**src/design/csvt_pkg.sv**
```systemverilog
`default_nettype none
package csvt_pkg;

  localparam int MAX_COLUMNS_DEF = 32;
  localparam int RESULT_CAP      = 32;
  localparam int COL_W           = 5;
  localparam int RUN_W           = $clog2(RESULT_CAP + 1);

  localparam logic [7:0] BYTE_NL    = 8'd10;
  localparam logic [7:0] BYTE_COMMA = 8'h2C;
  localparam logic [7:0] BYTE_QUOTE = 8'h22;
  localparam logic [7:0] BYTE_SPACE = 8'h20;

  // A fill result stands in for a field missing from a short row.
  typedef enum logic [1:0] {
    KIND_BYTE = 2'd0,
    KIND_END  = 2'd1,
    KIND_FILL = 2'd2,
    KIND_DROP = 2'd3
  } kind_t;

  typedef enum logic [1:0] {
    MODE_PLAIN       = 2'd0,
    MODE_QUOTED      = 2'd1,
    MODE_AFTER_QUOTE = 2'd2,
    MODE_SPACE       = 2'd3
  } mode_t;

  typedef enum logic [1:0] {
    ST_IDLE  = 2'd0,
    ST_CLOSE = 2'd1,
    ST_FILL  = 2'd2
  } state_t;

  typedef struct packed {
    logic take;
    logic close;
    logic fill;
  } cmd_t;

  typedef struct packed {
    logic slot_ok;
    logic close_req;
    logic fill_after;
    logic fill_last;
  } status_t;

endpackage
`default_nettype wire

```
**src/design/csvt_ctrl.sv**
```systemverilog
`default_nettype none
module csvt_ctrl (
  input  wire logic             clk,
  input  wire logic             rst_n,
  input  wire logic             in_valid,
  input  wire csvt_pkg::status_t st,
  output csvt_pkg::cmd_t         cmd,
  output logic                   in_stall
);
  import csvt_pkg::*;

  state_t state_r;
  state_t state_nxt;

  always_ff @(posedge clk) begin
    if (!rst_n) begin
      state_r <= ST_IDLE;
    end else begin
      state_r <= state_nxt;
    end
  end

  always_comb begin
    state_nxt = state_r;
    case (state_r)
      ST_IDLE: begin
        if (in_valid && st.slot_ok && st.close_req) state_nxt = ST_CLOSE;
      end
      ST_CLOSE: begin
        if (st.slot_ok) state_nxt = st.fill_after ? ST_FILL : ST_IDLE;
      end
      ST_FILL: begin
        if (st.slot_ok && st.fill_last) state_nxt = ST_IDLE;
      end
      default: state_nxt = ST_IDLE;
    endcase
  end

  always_comb begin
    cmd      = '0;
    in_stall = 1'b1;
    case (state_r)
      ST_IDLE: begin
        in_stall = !st.slot_ok;
        cmd.take = in_valid && st.slot_ok;
      end
      ST_CLOSE: cmd.close = st.slot_ok;
      ST_FILL:  cmd.fill  = st.slot_ok;
      default:  cmd       = '0;
    endcase
  end

endmodule
`default_nettype wire

```
**src/design/csvt_dp.sv**
```systemverilog
`default_nettype none
module csvt_dp #(
  parameter int MAX_COLUMNS = csvt_pkg::MAX_COLUMNS_DEF
) (
  input  wire logic                        clk,
  input  wire logic                        rst_n,
  input  wire csvt_pkg::cmd_t              cmd,
  output csvt_pkg::status_t                st,
  input  wire logic [7:0]                  in_byte_value,
  input  wire logic                        in_end_of_stream,
  output logic                             out_valid,
  input  wire logic                        out_stall,
  output logic [1:0]                       out_result_kind,
  output logic [7:0]                       out_field_byte,
  output logic [csvt_pkg::COL_W-1:0]       out_column_index,
  output logic                             out_header_row,
  output logic                             out_column_overflow,
  output logic                             out_last_of_run
);
  import csvt_pkg::*;

  localparam int CNT_W = $clog2(MAX_COLUMNS + 1);
  localparam int FILL_W = $clog2(MAX_COLUMNS + 2);
  localparam logic [CNT_W-1:0] COL_MAX = CNT_W'(MAX_COLUMNS);
  localparam logic [CNT_W-1:0] COL_TOP = CNT_W'(MAX_COLUMNS - 1);

  mode_t              mode_r, mode_nxt;
  logic [CNT_W-1:0]   col_r, col_nxt;
  logic [CNT_W-1:0]   exp_r, exp_nxt;
  logic               hdr_seen_r, hdr_seen_nxt;
  logic [FILL_W-1:0]  fill_col_r, fill_col_nxt;
  logic [RUN_W-1:0]   run_r, run_nxt;

  logic               ov_r;
  kind_t              kind_r;
  logic [7:0]         byte_r;
  logic [COL_W-1:0]   idx_r;
  logic               hdr_r;
  logic               ovf_r;
  logic               last_r;

  logic               t_emit;
  kind_t              t_kind;
  logic [7:0]         t_byte;
  mode_t              t_mode;
  logic               t_adv;
  logic [CNT_W-1:0]   col_inc;
  logic               col_sat;
  logic [CNT_W-1:0]   col_idx;
  logic               close_q;
  logic [FILL_W-1:0]  close_start;
  logic [CNT_W-1:0]   close_count;
  logic [FILL_W-1:0]  exp_ext;

  logic               load;
  kind_t              e_kind;
  logic [7:0]         e_byte;
  logic [COL_W-1:0]   e_idx;
  logic               e_ovf;
  logic               e_last;

  assign col_sat = (col_r >= COL_MAX);
  assign col_inc = col_sat ? COL_MAX : col_r + 1'b1;
  assign col_idx = col_sat ? COL_TOP : col_r;
  assign close_q = (mode_r == MODE_QUOTED);
  assign close_start = close_q ? FILL_W'(col_r) + 1'b1 : FILL_W'(col_inc);
  assign close_count = close_q ? col_r : col_inc;
  assign exp_ext = FILL_W'(exp_r);

  // Byte handling outside a row end: at most one result per byte.
  always_comb begin
    t_emit = 1'b0;
    t_kind = KIND_BYTE;
    t_byte = in_byte_value;
    t_mode = mode_r;
    t_adv  = 1'b0;
    if (mode_r == MODE_QUOTED) begin
      if (in_byte_value == BYTE_QUOTE) t_mode = MODE_AFTER_QUOTE;
      else t_emit = 1'b1;
    end else if (mode_r == MODE_SPACE && in_byte_value == BYTE_SPACE) begin
      t_mode = MODE_SPACE;
    end else if (in_byte_value == BYTE_COMMA) begin
      t_emit = 1'b1;
      t_kind = KIND_END;
      t_byte = 8'd0;
      t_adv  = 1'b1;
      t_mode = MODE_SPACE;
    end else if (in_byte_value == BYTE_QUOTE) begin
      t_emit = (mode_r == MODE_AFTER_QUOTE);
      t_mode = MODE_QUOTED;
    end else begin
      t_emit = 1'b1;
      t_mode = MODE_PLAIN;
    end
  end

  assign st.slot_ok    = !ov_r || !out_stall;
  assign st.close_req  = (in_byte_value == BYTE_NL) || in_end_of_stream;
  assign st.fill_after = hdr_seen_r && (close_start < exp_ext);
  assign st.fill_last  = (fill_col_r + 1'b1 >= exp_ext) ||
                         (run_r + 1'b1 == RUN_W'(RESULT_CAP));

  always_comb begin
    mode_nxt     = mode_r;
    col_nxt      = col_r;
    exp_nxt      = exp_r;
    hdr_seen_nxt = hdr_seen_r;
    fill_col_nxt = fill_col_r;
    run_nxt      = run_r;
    load         = 1'b0;
    e_kind       = t_kind;
    e_byte       = t_byte;
    e_idx        = COL_W'(col_idx);
    e_ovf        = col_sat;
    e_last       = !in_end_of_stream;
    if (cmd.take) begin
      // A newline goes straight to the row close.
      if (in_byte_value != BYTE_NL) begin
        mode_nxt = t_mode;
        if (t_adv) col_nxt = col_inc;
        load    = t_emit;
        run_nxt = RUN_W'(t_emit);
      end else begin
        run_nxt = '0;
      end
    end else if (cmd.close) begin
      load   = 1'b1;
      e_kind = close_q ? KIND_DROP : KIND_END;
      e_byte = 8'd0;
      e_last = !st.fill_after;
      run_nxt = run_r + 1'b1;
      if (hdr_seen_r) begin
        fill_col_nxt = close_start;
      end else begin
        exp_nxt      = close_count;
        hdr_seen_nxt = 1'b1;
      end
      col_nxt  = '0;
      mode_nxt = MODE_SPACE;
    end else if (cmd.fill) begin
      load   = 1'b1;
      e_kind = KIND_FILL;
      e_byte = 8'd0;
      e_idx  = COL_W'(fill_col_r);
      e_ovf  = 1'b0;
      e_last = st.fill_last;
      fill_col_nxt = fill_col_r + 1'b1;
      run_nxt      = run_r + 1'b1;
    end
  end

  always_ff @(posedge clk) begin
    if (!rst_n) begin
      mode_r     <= MODE_SPACE;
      col_r      <= '0;
      exp_r      <= '0;
      hdr_seen_r <= 1'b0;
      ov_r       <= 1'b0;
    end else begin
      mode_r     <= mode_nxt;
      col_r      <= col_nxt;
      exp_r      <= exp_nxt;
      hdr_seen_r <= hdr_seen_nxt;
      if (load) ov_r <= 1'b1;
      else if (!out_stall) ov_r <= 1'b0;
    end
  end

  always_ff @(posedge clk) begin
    fill_col_r <= fill_col_nxt;
    run_r      <= run_nxt;
    if (load) begin
      kind_r <= e_kind;
      byte_r <= e_byte;
      idx_r  <= e_idx;
      hdr_r  <= !hdr_seen_r;
      ovf_r  <= e_ovf;
      last_r <= e_last;
    end
  end

  assign out_valid           = ov_r;
  assign out_result_kind     = kind_r;
  assign out_field_byte      = byte_r;
  assign out_column_index    = idx_r;
  assign out_header_row      = hdr_r;
  assign out_column_overflow = ovf_r;
  assign out_last_of_run     = last_r;

endmodule
`default_nettype wire

```
**src/design/csv_field_tokenizer.sv**
```systemverilog
`default_nettype none
// Channel   Direction  Handshake          Word
// in_       input      in_valid/in_stall  byte_value, end_of_stream
// out_      output     out_valid/out_stall result_kind, field_byte, column_index,
//                                         header_row, column_overflow, last_of_run
//
// An ordinary byte (content, comma, quote, space) loads any result into the
// output register; unless out_stall holds it, the next byte enters the cycle
// after. A row end (newline or end_of_stream): take the byte and any content
// result, emit the field end or discard, then one fill per missing column.
// rst_n is synchronous, active low; it clears parse mode, columns and header flag.
// out_stall holds the output register and, through it, in_stall; nothing drops.
module csv_field_tokenizer #(
  parameter int MAX_COLUMNS = csvt_pkg::MAX_COLUMNS_DEF
) (
  input  wire logic                   clk,
  input  wire logic                   rst_n,
  input  wire logic                   in_valid,
  output logic                        in_stall,
  input  wire logic [7:0]             in_byte_value,
  input  wire logic                   in_end_of_stream,
  output logic                        out_valid,
  input  wire logic                   out_stall,
  output logic [1:0]                  out_result_kind,
  output logic [7:0]                  out_field_byte,
  output logic [csvt_pkg::COL_W-1:0]  out_column_index,
  output logic                        out_header_row,
  output logic                        out_column_overflow,
  output logic                        out_last_of_run
);
  import csvt_pkg::*;

  // Commands from the sequencer, status back from the datapath.
  cmd_t    cmd;
  status_t st;

  // Sequencer: take a word, close the row, then walk the fill columns.
  csvt_ctrl u_ctrl (
    .clk      (clk),
    .rst_n    (rst_n),
    .in_valid (in_valid),
    .st       (st),
    .cmd      (cmd),
    .in_stall (in_stall)
  );

  // Datapath: parse mode, column counters, header width and output register.
  csvt_dp #(
    .MAX_COLUMNS (MAX_COLUMNS)
  ) u_dp (
    .clk                 (clk),
    .rst_n               (rst_n),
    .cmd                 (cmd),
    .st                  (st),
    .in_byte_value       (in_byte_value),
    .in_end_of_stream    (in_end_of_stream),
    .out_valid           (out_valid),
    .out_stall           (out_stall),
    .out_result_kind     (out_result_kind),
    .out_field_byte      (out_field_byte),
    .out_column_index    (out_column_index),
    .out_header_row      (out_header_row),
    .out_column_overflow (out_column_overflow),
    .out_last_of_run     (out_last_of_run)
  );

endmodule
`default_nettype wire

```
**config.mk**
```make
export PLATFORM = sky130hd
export DESIGN_NAME = csv_field_tokenizer
export DESIGN_NICKNAME = d
export VERILOG_FILES = /design/src/design/csvt_pkg.sv /design/src/design/csvt_ctrl.sv /design/src/design/csvt_dp.sv /design/src/design/csv_field_tokenizer.sv
export SDC_FILE = /design/constraint.sdc
export NUM_CORES = 1
export LEC_CHECK = 0
export ABC_AREA = 0
export BUFFER_PORTS_ARGS = -buffer_cell sky130_fd_sc_hd__buf_2
export CORE_ASPECT_RATIO = 0.7
export CORE_MARGIN = 2
export CORE_UTILIZATION = 58
export DETAILED_ROUTE_END_ITERATION = 12
export GPL_TIMING_DRIVEN = 0
export PLACE_DENSITY_LB_ADDON = 0.3
export SLEW_MARGIN = 20
export SYNTH_ARGS = -nofsm -noshare
export SYNTH_HDL_FRONTEND = slang
export SYNTH_SLANG_ARGS = --single-unit
```
**constraint.sdc**
```tcl
create_clock -name clk -period 3.19 [get_ports clk]
set_input_delay 0.319 -clock clk [delete_from_list [all_inputs] [get_ports clk]]
set_output_delay 0.319 -clock clk [all_outputs]
set_load 0.02 [all_outputs]
```
==> results.py <==
metrics = {
    "run_status": {
        "status": "finished, final reports clean",
    },
    "place": {
        "place.gp.congestion": 0.979,
        "portBuffers": 31,
        "dp.final_hpwl_um": 4830,
        "dp_cells": 374,
    },
    "clock_tree": {
        "clockRootBuffer": "clkbuf_8",
        "htree_levels": 2,
        "clkTransAtPathRegs_ns": 0.09,
        "cts_setup_buffers": 0,
        "worst_skew_pair.late_latency_ns": 0.31,
        "clock-sinks": 48,
        "postCtsResizedCells": 0,
        "cts_tree": "done",
        "cts.path.max_buffers": 2,
        "cts_hold_buf": 0,
        "cts-buffers-inserted": 5,
    },
    "critical_path": {
        "required_ns": 3.26,
        "critPathArrivalTime_ns": 2.91,
        "path_max_fanout": 8,
        "cp-end-kind": "flop",
        "worst_path_max_delay_cell": "a2111o_1",
        "worstSetupStartpointType": "flop",
        "crit_path_max_incr_delay_ns": 0.42,
        "cp.buffers_inverters": 1,
        "path_class": "flop to flop",
        "crit_chain": "clkbuf_1 -> nand3_1 -> xor2_1 -> nor2_1 -> ha_1 -> o21a_1 -> o211ai_1 -> a21oi_1 -> a2111o_1 -> a211o_1",
        "critPathTopFamily": "compound AO/OA/AOI/OAI gates",
    },
    "detailed_routing": {
        "drt.antenna.violating_nets": 0,
        "dr_total_vias": 2338,
        "routed_via_density": 6.12,
        "drtIter0Drc": 255,
        "drc": 0,
        "routed_wl_um": 6360,
        "first_pass_iters": 5,
        "wire_per_inst_um": 16.7,
    },
    "timing": {
        "worst_pin_slew_ns": 0.886,
        "max_freq_mhz": 353,
        "relSlewSlack": 0.409,
        "rsz0062_at_grt": "false",
        "final.min_clock_period_ns": 2.84,
        "setup_violations": 0,
        "finalCritPeriodShare": 0.889,
        "clock_skew_ns": 0.00523,
        "tns_ns": 0,
        "slew_violations": 0,
        "hold_viol_final": 0,
    },
    "yosys": {
        "synth_compound_area_frac": 0.152,
        "syn-num-nets": 316,
        "synth-xor-area-share": 0.0286,
        "yosys.area_share.simple": 0.240,
        "synthMuxAreaShare": 0.0159,
        "ys.flop_type": "edfxtp_1",
        "async_reset_ff_frac": 0,
        "syn_area_um2": 2760,
        "yosysWarningCount": 0,
        "synthAdderAreaFrac": 0.0680,
        "ys_seq_area_frac": 0.457,
        "ys_ff_latch": 48,
        "synth_edf_count": 30,
        "synth.distinct_cells": 50,
        "syn_avg_cell_area_um2": 9.58,
        "synthCells": 288,
        "synth_top_family_by_area": "simple AND/OR/NAND/NOR gates",
    },
    "floorplan": {
        "die_area_um2": 5340,
        "fp.coreArea_um2": 4450,
        "rows": 20,
        "die_x_um": 86.5,
        "die_h_um": 61.7,
        "ioPinCount": 33,
        "start_util": 0.620,
    },
    "cells_and_area": {
        "diodes": 0,
        "ff_latch_area_um2": 1260,
        "fillCellCount": 343,
        "layout-drive-gt1-share": 0.165,
        "nets": 354,
        "syn2layout_area_growth_pct": 12.6,
        "finalNonFillerCells": 382,
        "utilization": 0.698,
        "multi_input_comb_area_um2": 1400,
    },
    "power_and_ir_drop": {
        "vdd_drop_max_mv": 0.330,
        "leakage_uw": 0.00125,
        "power.density_nw_per_um2": 462,
    },
    "grt": {
        "grt_pass1_wl_um": 10200,
        "antenna_found_initial": 0,
        "grt.total_usage": 0.257,
        "grt_start_max_net_pins": 20,
        "grt_overflow": 0,
        "grt_pass1_vias": 2103,
    },
    "run": {
        "drv_cap": 0,
    },
    "hold_path": {
        "hp-class": "input port to flop",
    },
}
layout by cell type (no fill, tap or decap), types with 7 or more instances in the layout:
master | synthesis | final
ha_1 | 15 | 15
nand2b_1 | 7 | 7
buf_2 | 4 | 35
dfxtp_1 | 18 | 18
nor2b_1 | 8 | 8
nand4_1 | 7 | 7
and3_1 | 7 | 7
inv_1 | 9 | 9
o21ai_0 | 14 | 14
nand3_1 | 10 | 10
and2_1 | 8 | 8
nor2_1 | 38 | 38
clkbuf_1 | 11 | 11
a21oi_1 | 16 | 16
edfxtp_1 | 30 | 30
nand2_1 | 20 | 20
synthesized netlist by cell type (all sizes together) (4+ instances only):
cell,n,area share
nor2b,9,0.023
nand2b,7,0.016
nor3,5,0.0091
and3,7,0.016
nand4,7,0.016
clkbuf,11,0.015
o211ai,5,0.015
ha,15,0.068
inv,9,0.012
xor2,6,0.019
nand2,20,0.027
a21oi,17,0.032
dfxtp,18,0.13
a211oi,4,0.011
buf,5,0.011
nand3,10,0.018
nor2,38,0.052
edfxtp,30,0.33
o21ai,17,0.031
and2,8,0.018
power breakdown:
| part | leakage (uW) | switching (uW) | internal (uW) |
|---|---|---|---|
| Combinational | 0.000752 | 142 | 79.7 |
| Sequential | 0.000438 | 27.2 | 713 |
| Clock | 0.0000614 | 218 | 256 |
| Total | 0.00125 | 387 | 1050 |
cell families after synthesis:
family	Yosys count
DFF	48
xor gates and xnor gates	9
AOI/OAI and AO/OA	64
buffers and inverters	25
muxes	4
and+or+nand+nor	123
adders and majority gates	15
per-layer routing:
layer	GRT usage	vias up	routed length, um
li1	-	1123	-
met1	0.355	1087	2870
met2	0.405	115	2780
met3	0.0766	13	622
met4	0.0670	0	93
met5	0	-	0
layout make-up:
type | instances | area share
repair buffers | 31 | 0.0499
well taps | 55 | 0.0221
plain buffers | 16 | 0.0233
flip-flops and latches | 48 | 0.406
clock buffers | 6 | 0.0266
multi-input cells | 215 | 0.449
inverters | 9 | 0.0109
clock inverters | 2 | 0.0125
flip-flops by register name, summed over array words and instances (netlist names), 2 cells and up:
name / flops
u_ctrl.state_r: 2
u_dp.col_r: 6
u_dp.exp_ext: 6
u_dp.fill_col_r: 6
u_dp.mode_r: 2
u_dp.out_column_index: 5
u_dp.out_field_byte: 8
u_dp.out_result_kind: 2
u_dp.run_r: 6
final timing paths:
check                                     start              endpoint  slack, ns  cells past startpoint
worst max-delay path              u_dp.col_r[0]  u_dp.out_last_of_run       0.35                     10
worst max register to register    u_dp.col_r[0]  u_dp.out_last_of_run       0.35                     10
worst min-delay path                   in_valid     u_ctrl.state_r[0]       0.32                      3
worst min register to register  u_dp.exp_ext[2]       u_dp.exp_ext[2]       0.53                      2
worst min-delay path, delay by kind of cell:
family / cells / cell delay [ns]
compound gates: 2 / 0.15
buf+inv: 1 / 0.12
metrics by stage:
step	instance area, um^2	hold slack, ns	total power [uW]	setup slack (ns)
floorplan	2760	0.464	901	0.744
global placement	2980	0.491	963	0.447
detailed placement	2990	0.511	973	0.445
CTS	3110	0.313	1430	0.394
global route	3110	0.321	1490	0.191
finish	3110	0.316	1440	0.353
(Power assumes the default switching activity.)
